File: src/sv/vcdu_pkg.sv
// Shared types, codes and constants of the vector clock update block.
package vcdu_pkg;

  localparam int MAX_NODES_DEF = 16;
  localparam int VAL_W         = 32;
  localparam int IDX_IN_W      = 4;
  localparam int OP_W          = 2;
  localparam int CFG_IDX_W     = 1;
  localparam int CFG_DATA_W    = 5;
  localparam int NODE_ID_W     = 4;
  localparam int NODE_COUNT_W  = 5;

  localparam logic [VAL_W-1:0] SAT_MAX = '1;

  localparam logic [OP_W-1:0] OP_INTERNAL = 2'd0;
  localparam logic [OP_W-1:0] OP_SEND     = 2'd1;
  localparam logic [OP_W-1:0] OP_RECEIVE  = 2'd2;

  localparam logic [CFG_IDX_W-1:0] CFG_NODE_ID    = 1'd0;
  localparam logic [CFG_IDX_W-1:0] CFG_NODE_COUNT = 1'd1;

  typedef enum logic {
    ALU_INC,
    ALU_LT
  } alu_op_t;

  typedef struct packed {
    alu_op_t           op;
    logic [VAL_W-1:0]  a;
    logic [VAL_W-1:0]  b;
  } alu_req_t;

endpackage

File: src/sv/vcdu_if.sv
// Valid/ready channel interfaces for the input words and the result words.
interface vcdu_in_if;
  logic                          valid;
  logic                          ready;
  logic [vcdu_pkg::OP_W-1:0]     op;
  logic [vcdu_pkg::IDX_IN_W-1:0] dest;
  logic [vcdu_pkg::IDX_IN_W-1:0] entry_index;
  logic [vcdu_pkg::VAL_W-1:0]    entry_value;
  logic                          first_of_message;

  modport source (output valid, op, dest, entry_index, entry_value, first_of_message,
                  input ready);
  modport sink (input valid, op, dest, entry_index, entry_value, first_of_message,
                output ready);
endinterface

interface vcdu_out_if;
  logic                          valid;
  logic                          ready;
  logic [vcdu_pkg::IDX_IN_W-1:0] out_index;
  logic [vcdu_pkg::VAL_W-1:0]    out_value;
  logic                          is_send_entry;
  logic                          last;

  modport source (output valid, out_index, out_value, is_send_entry, last, input ready);
  modport sink (input valid, out_index, out_value, is_send_entry, last, output ready);
endinterface

File: src/sv/vcdu_ram.sv
// Generic single-write, single-read RAM with registered read data.
module vcdu_ram #(
  parameter int WIDTH = 32,
  parameter int DEPTH = 16
) (
  input  logic                     clk,
  input  logic                     we,
  input  logic [$clog2(DEPTH)-1:0] waddr,
  input  logic [WIDTH-1:0]         wdata,
  input  logic [$clog2(DEPTH)-1:0] raddr,
  output logic [WIDTH-1:0]         rdata
);

  logic [WIDTH-1:0] mem_r [DEPTH];
  logic [WIDTH-1:0] rdata_r;

  always_ff @(posedge clk) begin
    if (we) begin
      mem_r[waddr] <= wdata;
    end
    rdata_r <= mem_r[raddr];
  end

  assign rdata = rdata_r;

endmodule

File: src/sv/vcdu_alu.sv
// Shared 32-bit unit: saturating increment and unsigned less-than compare.
module vcdu_alu (
  input  vcdu_pkg::alu_req_t           req,
  output logic [vcdu_pkg::VAL_W-1:0]   result,
  output logic                         flag
);
  import vcdu_pkg::*;

  always_comb begin
    result = req.a;
    flag   = 1'b0;
    case (req.op)
      ALU_INC: begin
        result = (req.a == SAT_MAX) ? req.a : req.a + VAL_W'(1);
      end
      ALU_LT: begin
        flag = (req.a < req.b);
      end
      default: begin
        result = req.a;
        flag   = 1'b0;
      end
    endcase
  end

endmodule

File: src/sv/vector_clock_differential_update.sv
// Top level of the differential vector clock of one process.
// The block holds the clock, last-update and last-sent vectors of one process in three
// RAMs and accepts one operation word at a time; in_ch.ready is high only while no
// operation is in progress, and a finished result waits in an output register. An
// internal event passes through S_OWN and S_REPORT; a received entry in use also passes
// through S_MRG_RD and S_MRG. A send scans the n entries in use, reading one entry of
// the clock and last-update RAMs per cycle through the shared compare unit while the
// result channel does not stall. Words with an own index, or for a send a destination,
// at or above the entries in use are dropped without results. The RAMs need no clearing
// pass: per-entry valid bits cleared by reset make unwritten entries read as zero.
module vector_clock_differential_update #(
  parameter int MAX_NODES = vcdu_pkg::MAX_NODES_DEF
) (
  input  logic                              clk,
  input  logic                              rst_n,
  input  logic                              cfg_we,
  input  logic [vcdu_pkg::CFG_IDX_W-1:0]    cfg_index,
  input  logic [vcdu_pkg::CFG_DATA_W-1:0]   cfg_wdata,
  vcdu_in_if.sink                           in_ch,
  vcdu_out_if.source                        out_ch
);
  import vcdu_pkg::*;

  localparam int IDX_W = $clog2(MAX_NODES);
  localparam int CNT_W = $clog2(MAX_NODES + 1);

  typedef enum logic [2:0] {
    S_IDLE,
    S_OWN,
    S_MRG_RD,
    S_MRG,
    S_REPORT,
    S_SCAN,
    S_FLUSH
  } state_t;

  state_t                  state_r, state_nxt;
  logic [NODE_ID_W-1:0]    node_id_r, node_id_nxt;
  logic [NODE_COUNT_W-1:0] node_count_r, node_count_nxt;

  logic [OP_W-1:0]         op_r, op_nxt;
  logic [IDX_W-1:0]        dest_r, dest_nxt;
  logic [IDX_W-1:0]        eidx_r, eidx_nxt;
  logic                    eidx_ok_r, eidx_ok_nxt;
  logic [VAL_W-1:0]        eval_r, eval_nxt;
  logic                    first_r, first_nxt;
  logic [VAL_W-1:0]        own_r, own_nxt;
  logic [VAL_W-1:0]        mark_r, mark_nxt;

  logic [CNT_W-1:0]        rd_idx_r, rd_idx_nxt;
  logic [IDX_W-1:0]        cmp_idx_r, cmp_idx_nxt;
  logic                    cmp_valid_r, cmp_valid_nxt;
  logic                    pend_valid_r, pend_valid_nxt;
  logic [IDX_W-1:0]        pend_idx_r, pend_idx_nxt;
  logic [VAL_W-1:0]        pend_val_r, pend_val_nxt;

  logic                    out_valid_r, out_valid_nxt;
  logic [IDX_IN_W-1:0]     out_index_r, out_index_nxt;
  logic [VAL_W-1:0]        out_value_r, out_value_nxt;
  logic                    out_send_r, out_send_nxt;
  logic                    out_last_r, out_last_nxt;

  logic [MAX_NODES-1:0]    cv_vld_r, cv_vld_nxt;
  logic [MAX_NODES-1:0]    lu_vld_r, lu_vld_nxt;
  logic [MAX_NODES-1:0]    ls_vld_r, ls_vld_nxt;
  logic                    cv_rvld_r, lu_rvld_r, ls_rvld_r;

  logic                    cv_we, lu_we, ls_we;
  logic [IDX_W-1:0]        cv_waddr, lu_waddr, ls_waddr;
  logic [VAL_W-1:0]        cv_wdata, lu_wdata, ls_wdata;
  logic [IDX_W-1:0]        cv_raddr, lu_raddr, ls_raddr;
  logic [VAL_W-1:0]        cv_rdata, lu_rdata, ls_rdata;
  logic [VAL_W-1:0]        cv_q, lu_q, ls_q;

  alu_req_t                alu_req;
  logic [VAL_W-1:0]        alu_result;
  logic                    alu_flag;

  logic [CNT_W-1:0]        n_act;
  logic [IDX_W-1:0]        node_idx;
  logic                    node_ok, dest_ok, in_eidx_ok;
  logic                    out_take, out_free;
  logic                    tick, hit, stall;
  logic [VAL_W-1:0]        merge_own;

  vcdu_ram #(.WIDTH(VAL_W), .DEPTH(MAX_NODES)) u_cv_ram (
    .clk   (clk),
    .we    (cv_we),
    .waddr (cv_waddr),
    .wdata (cv_wdata),
    .raddr (cv_raddr),
    .rdata (cv_rdata)
  );

  vcdu_ram #(.WIDTH(VAL_W), .DEPTH(MAX_NODES)) u_lu_ram (
    .clk   (clk),
    .we    (lu_we),
    .waddr (lu_waddr),
    .wdata (lu_wdata),
    .raddr (lu_raddr),
    .rdata (lu_rdata)
  );

  vcdu_ram #(.WIDTH(VAL_W), .DEPTH(MAX_NODES)) u_ls_ram (
    .clk   (clk),
    .we    (ls_we),
    .waddr (ls_waddr),
    .wdata (ls_wdata),
    .raddr (ls_raddr),
    .rdata (ls_rdata)
  );

  vcdu_alu u_alu (
    .req    (alu_req),
    .result (alu_result),
    .flag   (alu_flag)
  );

  assign n_act = (32'(node_count_r) > 32'(MAX_NODES)) ? CNT_W'(MAX_NODES)
                                                      : CNT_W'(node_count_r);
  assign node_idx   = IDX_W'(node_id_r);
  assign node_ok    = 32'(node_id_r) < 32'(n_act);
  assign dest_ok    = 32'(in_ch.dest) < 32'(n_act);
  assign in_eidx_ok = 32'(in_ch.entry_index) < 32'(n_act);

  assign cv_q = cv_rvld_r ? cv_rdata : '0;
  assign lu_q = lu_rvld_r ? lu_rdata : '0;
  assign ls_q = ls_rvld_r ? ls_rdata : '0;

  assign out_take = out_valid_r && out_ch.ready;
  assign out_free = !out_valid_r || out_ch.ready;

  assign tick      = (op_r != OP_RECEIVE) || first_r;
  assign hit       = (state_r == S_SCAN) && cmp_valid_r && alu_flag;
  assign stall     = hit && pend_valid_r && !out_free;
  assign merge_own = (eidx_r == node_idx) ? eval_r : own_r;

  always_comb begin
    cv_raddr = node_idx;
    lu_raddr = stall ? cmp_idx_r : rd_idx_r[IDX_W-1:0];
    ls_raddr = IDX_W'(in_ch.dest);
    case (state_r)
      S_MRG_RD: cv_raddr = eidx_r;
      S_SCAN:   cv_raddr = lu_raddr;
      default:  cv_raddr = node_idx;
    endcase
  end

  always_comb begin
    alu_req = '{op: ALU_INC, a: cv_q, b: '0};
    case (state_r)
      S_MRG:   alu_req = '{op: ALU_LT, a: cv_q, b: eval_r};
      S_SCAN:  alu_req = '{op: ALU_LT, a: mark_r, b: lu_q};
      default: alu_req = '{op: ALU_INC, a: cv_q, b: '0};
    endcase
  end

  always_comb begin
    state_nxt      = state_r;
    node_id_nxt    = node_id_r;
    node_count_nxt = node_count_r;
    op_nxt         = op_r;
    dest_nxt       = dest_r;
    eidx_nxt       = eidx_r;
    eidx_ok_nxt    = eidx_ok_r;
    eval_nxt       = eval_r;
    first_nxt      = first_r;
    own_nxt        = own_r;
    mark_nxt       = mark_r;
    rd_idx_nxt     = rd_idx_r;
    cmp_idx_nxt    = cmp_idx_r;
    cmp_valid_nxt  = cmp_valid_r;
    pend_valid_nxt = pend_valid_r;
    pend_idx_nxt   = pend_idx_r;
    pend_val_nxt   = pend_val_r;
    out_valid_nxt  = out_take ? 1'b0 : out_valid_r;
    out_index_nxt  = out_index_r;
    out_value_nxt  = out_value_r;
    out_send_nxt   = out_send_r;
    out_last_nxt   = out_last_r;
    cv_we          = 1'b0;
    cv_waddr       = node_idx;
    cv_wdata       = alu_result;
    lu_we          = 1'b0;
    lu_waddr       = node_idx;
    lu_wdata       = alu_result;
    ls_we          = 1'b0;
    ls_waddr       = dest_r;
    ls_wdata       = own_r;

    if (cfg_we) begin
      case (cfg_index)
        CFG_NODE_ID:    node_id_nxt    = cfg_wdata[NODE_ID_W-1:0];
        CFG_NODE_COUNT: node_count_nxt = cfg_wdata[NODE_COUNT_W-1:0];
        default:        node_id_nxt    = node_id_r;
      endcase
    end

    case (state_r)
      S_IDLE: begin
        if (in_ch.valid) begin
          op_nxt      = in_ch.op;
          dest_nxt    = IDX_W'(in_ch.dest);
          eidx_nxt    = IDX_W'(in_ch.entry_index);
          eidx_ok_nxt = in_eidx_ok;
          eval_nxt    = in_ch.entry_value;
          first_nxt   = in_ch.first_of_message;
          if (node_ok && ((in_ch.op == OP_INTERNAL) || (in_ch.op == OP_RECEIVE) ||
                          ((in_ch.op == OP_SEND) && dest_ok))) begin
            state_nxt = S_OWN;
          end
        end
      end
      S_OWN: begin
        own_nxt = tick ? alu_result : cv_q;
        cv_we   = tick;
        lu_we   = tick;
        case (op_r)
          OP_INTERNAL: state_nxt = S_REPORT;
          OP_SEND: begin
            mark_nxt       = ls_q;
            rd_idx_nxt     = '0;
            cmp_valid_nxt  = 1'b0;
            pend_valid_nxt = 1'b0;
            state_nxt      = S_SCAN;
          end
          OP_RECEIVE: state_nxt = eidx_ok_r ? S_MRG_RD : S_REPORT;
          default:    state_nxt = S_IDLE;
        endcase
      end
      S_MRG_RD: begin
        state_nxt = S_MRG;
      end
      S_MRG: begin
        if (alu_flag) begin
          cv_we    = 1'b1;
          cv_waddr = eidx_r;
          cv_wdata = eval_r;
          lu_we    = 1'b1;
          lu_waddr = eidx_r;
          lu_wdata = merge_own;
          own_nxt  = merge_own;
        end
        state_nxt = S_REPORT;
      end
      S_REPORT: begin
        if (out_free) begin
          out_valid_nxt = 1'b1;
          out_index_nxt = IDX_IN_W'(node_idx);
          out_value_nxt = own_r;
          out_send_nxt  = 1'b0;
          out_last_nxt  = 1'b1;
          state_nxt     = S_IDLE;
        end
      end
      S_SCAN: begin
        if (!stall) begin
          if (hit) begin
            if (pend_valid_r) begin
              out_valid_nxt = 1'b1;
              out_index_nxt = IDX_IN_W'(pend_idx_r);
              out_value_nxt = pend_val_r;
              out_send_nxt  = 1'b1;
              out_last_nxt  = 1'b0;
            end
            pend_valid_nxt = 1'b1;
            pend_idx_nxt   = cmp_idx_r;
            pend_val_nxt   = cv_q;
          end
          if (rd_idx_r < n_act) begin
            cmp_idx_nxt   = rd_idx_r[IDX_W-1:0];
            cmp_valid_nxt = 1'b1;
            rd_idx_nxt    = rd_idx_r + CNT_W'(1);
          end else begin
            cmp_valid_nxt = 1'b0;
            state_nxt     = S_FLUSH;
          end
        end
      end
      S_FLUSH: begin
        if (!pend_valid_r || out_free) begin
          if (pend_valid_r) begin
            out_valid_nxt = 1'b1;
            out_index_nxt = IDX_IN_W'(pend_idx_r);
            out_value_nxt = pend_val_r;
            out_send_nxt  = 1'b1;
            out_last_nxt  = 1'b1;
          end
          pend_valid_nxt = 1'b0;
          ls_we          = 1'b1;
          state_nxt      = S_IDLE;
        end
      end
      default: begin
        state_nxt = S_IDLE;
      end
    endcase

    cv_vld_nxt = cv_vld_r;
    lu_vld_nxt = lu_vld_r;
    ls_vld_nxt = ls_vld_r;
    if (cv_we) begin
      cv_vld_nxt[cv_waddr] = 1'b1;
    end
    if (lu_we) begin
      lu_vld_nxt[lu_waddr] = 1'b1;
    end
    if (ls_we) begin
      ls_vld_nxt[ls_waddr] = 1'b1;
    end
  end

  always_ff @(posedge clk) begin
    if (!rst_n) begin
      state_r      <= S_IDLE;
      node_id_r    <= '0;
      node_count_r <= NODE_COUNT_W'(16);
      cmp_valid_r  <= 1'b0;
      pend_valid_r <= 1'b0;
      out_valid_r  <= 1'b0;
      rd_idx_r     <= '0;
      cv_vld_r     <= '0;
      lu_vld_r     <= '0;
      ls_vld_r     <= '0;
      cv_rvld_r    <= 1'b0;
      lu_rvld_r    <= 1'b0;
      ls_rvld_r    <= 1'b0;
    end else begin
      state_r      <= state_nxt;
      node_id_r    <= node_id_nxt;
      node_count_r <= node_count_nxt;
      cmp_valid_r  <= cmp_valid_nxt;
      pend_valid_r <= pend_valid_nxt;
      out_valid_r  <= out_valid_nxt;
      rd_idx_r     <= rd_idx_nxt;
      cv_vld_r     <= cv_vld_nxt;
      lu_vld_r     <= lu_vld_nxt;
      ls_vld_r     <= ls_vld_nxt;
      cv_rvld_r    <= cv_vld_r[cv_raddr];
      lu_rvld_r    <= lu_vld_r[lu_raddr];
      ls_rvld_r    <= ls_vld_r[ls_raddr];
    end
    op_r        <= op_nxt;
    dest_r      <= dest_nxt;
    eidx_r      <= eidx_nxt;
    eidx_ok_r   <= eidx_ok_nxt;
    eval_r      <= eval_nxt;
    first_r     <= first_nxt;
    own_r       <= own_nxt;
    mark_r      <= mark_nxt;
    cmp_idx_r   <= cmp_idx_nxt;
    pend_idx_r  <= pend_idx_nxt;
    pend_val_r  <= pend_val_nxt;
    out_index_r <= out_index_nxt;
    out_value_r <= out_value_nxt;
    out_send_r  <= out_send_nxt;
    out_last_r  <= out_last_nxt;
  end

  assign in_ch.ready          = (state_r == S_IDLE);
  assign out_ch.valid         = out_valid_r;
  assign out_ch.out_index     = out_index_r;
  assign out_ch.out_value     = out_value_r;
  assign out_ch.is_send_entry = out_send_r;
  assign out_ch.last          = out_last_r;

endmodule

File: src/flat_wrapper.sv
// flat-port wrapper written by rule: the top's interface ports become plain ports
module vector_clock_differential_update_flat import vcdu_pkg::*;
#(
  parameter int MAX_NODES = vcdu_pkg::MAX_NODES_DEF
)
  (clk, rst_n, cfg_we, cfg_index, cfg_wdata, in_ch_valid, in_ch_op, in_ch_dest, in_ch_entry_index, in_ch_entry_value, in_ch_first_of_message, in_ch_ready, out_ch_valid, out_ch_out_index, out_ch_out_value, out_ch_is_send_entry, out_ch_last, out_ch_ready);
  vcdu_in_if in_ch_i ();
  vcdu_out_if out_ch_i ();
  input  logic clk;
  input  logic rst_n;
  input  logic cfg_we;
  input  logic [vcdu_pkg::CFG_IDX_W-1:0] cfg_index;
  input  logic [vcdu_pkg::CFG_DATA_W-1:0] cfg_wdata;
  input wire logic [$bits(in_ch_i.valid)-1:0] in_ch_valid;
  input wire logic [$bits(in_ch_i.op)-1:0] in_ch_op;
  input wire logic [$bits(in_ch_i.dest)-1:0] in_ch_dest;
  input wire logic [$bits(in_ch_i.entry_index)-1:0] in_ch_entry_index;
  input wire logic [$bits(in_ch_i.entry_value)-1:0] in_ch_entry_value;
  input wire logic [$bits(in_ch_i.first_of_message)-1:0] in_ch_first_of_message;
  output wire logic [$bits(in_ch_i.ready)-1:0] in_ch_ready;
  output wire logic [$bits(out_ch_i.valid)-1:0] out_ch_valid;
  output wire logic [$bits(out_ch_i.out_index)-1:0] out_ch_out_index;
  output wire logic [$bits(out_ch_i.out_value)-1:0] out_ch_out_value;
  output wire logic [$bits(out_ch_i.is_send_entry)-1:0] out_ch_is_send_entry;
  output wire logic [$bits(out_ch_i.last)-1:0] out_ch_last;
  input wire logic [$bits(out_ch_i.ready)-1:0] out_ch_ready;
  assign in_ch_i.valid = in_ch_valid;
  assign in_ch_i.op = in_ch_op;
  assign in_ch_i.dest = in_ch_dest;
  assign in_ch_i.entry_index = in_ch_entry_index;
  assign in_ch_i.entry_value = in_ch_entry_value;
  assign in_ch_i.first_of_message = in_ch_first_of_message;
  assign in_ch_ready = in_ch_i.ready;
  assign out_ch_valid = out_ch_i.valid;
  assign out_ch_out_index = out_ch_i.out_index;
  assign out_ch_out_value = out_ch_i.out_value;
  assign out_ch_is_send_entry = out_ch_i.is_send_entry;
  assign out_ch_last = out_ch_i.last;
  assign out_ch_i.ready = out_ch_ready;
  vector_clock_differential_update #(.MAX_NODES(MAX_NODES)) u_core (.clk(clk), .rst_n(rst_n), .cfg_we(cfg_we), .cfg_index(cfg_index), .cfg_wdata(cfg_wdata), .in_ch(in_ch_i), .out_ch(out_ch_i));
endmodule
File: config.mk
export PLATFORM = sky130hd
export DESIGN_NAME = vector_clock_differential_update_flat
export DESIGN_NICKNAME = d
export VERILOG_FILES = /design/src/sv/vcdu_pkg.sv /design/src/sv/vcdu_if.sv /design/src/sv/vcdu_ram.sv /design/src/sv/vcdu_alu.sv /design/src/sv/vector_clock_differential_update.sv /design/src/flat_wrapper.sv
export SDC_FILE = /design/constraint.sdc
export NUM_CORES = 2
export LEC_CHECK = 0
export ABC_CLOCK_PERIOD_IN_PS = 18600
export BUFFER_PORTS_ARGS = -buffer_cell sky130_fd_sc_hd__buf_2
export CAP_MARGIN = 20
export CORE_MARGIN = 10
export CORE_UTILIZATION = 60
export DETAILED_ROUTE_END_ITERATION = 12
export HOLD_SLACK_MARGIN = 0.06
export PLACE_DENSITY = 0.86
export SLEW_MARGIN = 20
export SYNTH_ARGS = -nofsm -noshare
export SYNTH_HDL_FRONTEND = slang
export SYNTH_HIERARCHICAL = 1
export SYNTH_SLANG_ARGS = --single-unit
File: constraint.sdc
create_clock -name clk -period 18.6 [get_ports clk]
set_input_delay 3.72 -clock clk [delete_from_list [all_inputs] [get_ports clk]]
set_output_delay 3.72 -clock clk [all_outputs]
set_load 0.005 [all_outputs]
==> out/qor.txt <==
Num rows: 128
Post-synthesis cell type count: 59
Initial antenna violation count: 11
Final WL: 201 mm
R2r startpoint: u_core/state_r[0]
IO Pins: 94
Prevailing post-synth register cell: edfxtp_1
R2R depth: 22
Post-synth EDFFs: 1722
Status: completed
Initial Utilization: 60.3%
H-tree Lvls: 4
P&R area growth vs syn: 12.4%
Wire per inst: 34.3 um
Reg-to-reg endpoint: u_core/u_cv_ram/rdata[21]
Post-route cell area: 0.0824 mm2
DIE AREA: 0.137 mm2
CP Capture Type: flop
Total grt overflow: 0
Core area: 0.122 mm2
Final setup vio count: 0
Remaining DRCs: 0
Max Buffers Root-to-Sink: 3
Worst slew margin: 27.8%
Reg clk slew, reported paths: 0.06 ns
Synth Area per Inst: 18.9 um2
M2 GR Usage: 46.9%
CP bufs+invs: 5
Placement Cell Area: 0.0763 mm2
Period Utilization, post-route: 46.9%
Critical Setup Path Class: reg -> reg
Final ANT Viol Nets: 0
GRT Total Usage: 29.3%
Met3 global-route usage: 7.84%
Gp weighted congestion: 0.935
Initial drt markers: 6782
Gr busiest metal: met2
Fmax achieved: 115 MHz
Synth Net Count: 3981
Max incr delay on CP: 0.74 ns
Crit path cell chain: nand2_1, nor2_4, buf_4, a22o_1, inv_1, ha_1, a21o_1, nand3_1, a21oi_1, a2111oi_0, a211oi_1, nor3_1, nand2_1, nor2_1, mux2i_1, a22o_1, inv_8, buf_4, buf_4, mux4_2, a22oi_1, nand2_1
Final nets: 4174
Pwr dens: 115 mW/mm2
Register area share after synthesis: 75.1%
Crit path DAT: 9.42 ns
Critical Path Fanout Max: 78
Worst VDD drop: 114 uV
DP HPWL: 109 mm
Detailed Routing Iterations Pass 1: 6
Ys async rst share: 0%
Flop2flop setup slack: 9.87 ns
Fin. Hold Viols: 0
Post-cts sizing count: 0
Synth Warn #: 6
I/O Buffers: 93
Largest net degree at the start of global routing: 79
Number of post-CTS setup repair buffers: 0
Ratio of cells with drive above 1 in the final layout: 24.0%
CTS root buf: clkbuf_16
Crit path time final: 8.73 ns
Setup TNS: 0 ns
HP Class: reg -> reg
Critical path's slowest cell: buf_4
Mapped Area: 0.0733 mm2
Via count: 40.6k
Worst Max-Slew Pin Slew: 1.05 ns
CP delay by family, top: buffers and inverters
CP startpoint: u_core/state_r[0]
Hold Buf Count CTS: 0
Die H: 370 um
Vias in the first global route: 41.3k
Req. time, crit path: 19.29 ns
Count of pins over their slew limit: 0
CTS tree: yes
Met1 Use GR: 36.9%
CP Depth: 22
CTS sink count: 1889
#FFs+latches synth: 1889
Clock skew: 0.0608 ns
Startpoint types: flop
Number of max-cap violations: 0
Synthesized instance count: 3881
RSZ-0062 raised after global routing: no
Crit path to: u_core/u_cv_ram/rdata[21]
Leakage: 26.9 nW
First-pass GRT wire length: 289 mm
Num CTS Buffers: 178
Die width: 370 um
Vias per Instance: 6.93
Worst-Skew Late Latency: 0.83 ns
worst min-delay path by stage:
stage,start,to,slack (ns),cells past startpoint
6_report,u_core/node_count_r[2],u_core/node_count_r[2],0.46,2
5_1_grt,u_core/cmp_idx_r[3],u_core/pend_idx_r[3],0.47,0
4_1_cts,u_core/node_count_r[1],u_core/node_count_r[1],0.46,2
3_5_place_dp,u_core/lu_vld_r[2],u_core/lu_vld_r[2],0.45,1
3_3_place_gp,u_core/lu_vld_r[4],u_core/lu_vld_r[4],0.44,1
2_1_floorplan,u_core/cmp_idx_r[3],u_core/pend_idx_r[3],0.43,0
per-stage QoR:
step	util [%]	hold WS (ns)	setup WS (ns)	instances	power, W
floorplan	-	0.426	11.11	3881	0.00541
global placement	62.7	0.442	10.41	5517	0.00568
detailed placement	62.7	0.452	10.11	5517	0.00571
CTS	67.7	0.463	10.06	5852	0.00944
global route	67.8	0.474	9.34	5854	0.00966
finish	67.8	0.462	9.87	5856	0.00945
logic make-up after synthesis:
family / after synthesis / share of synthesized area, %
compound gates: 475 / 4.48
xor+xnor: 38 / 0.454
fa+ha+maj: 46 / 0.785
buf+inv: 284 / 1.64
flops: 1889 / 75.1
mux: 487 / 13.4
simple gates: 662 / 4.10
synthesized netlist by cell type, types with 40 or more instances:
master | n | share of area [%]
nor2_1 | 167 | 0.86
nand2_1 | 314 | 1.6
dfxtp_1 | 167 | 4.6
a21oi_1 | 59 | 0.40
mux4_2 | 393 | 12
and2_1 | 45 | 0.38
clkbuf_1 | 119 | 0.61
inv_1 | 84 | 0.43
edfxtp_1 | 1722 | 71
o21ai_0 | 88 | 0.60
ha_1 | 46 | 0.79
mux2i_1 | 55 | 0.75
a22oi_1 | 197 | 2.0
o21a_1 | 40 | 0.41
layer usage:
metal	part of all wire, %	up-vias
met4	5.9	12
li1	-	15900
met2	48	3473
met3	13	713
met1	32	20500
met5	0.036	-
cell usage in the layout (no fill, tap or decap), types with 25 or more instances in the layout:
| cell type | n |
|---|---|
| mux2i_1 | 55 |
| dfxtp_1 | 167 |
| ha_1 | 46 |
| mux2_2 | 38 |
| xnor2_1 | 25 |
| edfxtp_1 | 1722 |
| buf_4 | 117 |
| nor2_1 | 127 |
| a22o_1 | 34 |
| and2_1 | 41 |
| mux4_2 | 393 |
| clkinv_2 | 37 |
| a22oi_1 | 196 |
| o21ai_0 | 85 |
| clkinv_1 | 26 |
| a211oi_1 | 37 |
| nor2_4 | 40 |
| o21a_1 | 39 |
| clkbuf_1 | 32 |
| clkbuf_16 | 184 |
| nand2_1 | 313 |
| a21oi_1 | 59 |
| buf_2 | 91 |
| inv_1 | 81 |
registers in the layout, summed over array words and instances (netlist names), 16 cells and up:
signal,flops
u_core/lu_vld_r,16
u_core/cv_vld_r,16
u_core/u_cv_ram/rdata,32
u_core/pend_val_r,32
u_core/u_lu_ram/mem_r,512
u_core/ls_wdata,32
u_core/eval_r,32
u_core/ls_vld_r,16
u_core/u_ls_ram/mem_r,512
u_core/u_cv_ram/mem_r,512
u_core/u_lu_ram/rdata,32
u_core/out_ch.out_value,32
u_core/u_ls_ram/rdata,32
u_core/mark_r,32
area by class of cell:
class	count	area [um2]
antenna	2	5.00
tap	1625	2030
inverter	85	339
timing repair buffer	212	1410
fill	7032	39200
clock buffer	227	4880
sequential	1889	55100
multi-input combinational	1708	17500
clock inverter	108	1210
report_power, final:
| part | switching [W] | leakage, nW | internal, W | total [W] |
|---|---|---|---|---|
| Sequential | 0.000190 | 17.0 | 0.00481 | 0.00500 |
| Combinational | 0.000421 | 7.00 | 0.000258 | 0.000679 |
| Clock | 0.00162 | 2.98 | 0.00215 | 0.00377 |
| Total | 0.00223 | 26.9 | 0.00722 | 0.00945 |
worst min-delay path, cell delays in order, from the launching register on:
cell and delay [ns]:
dfxtp_1 0.31, nand2_1 0.05, a21oi_1 0.05
(Power assumes the default switching activity.)
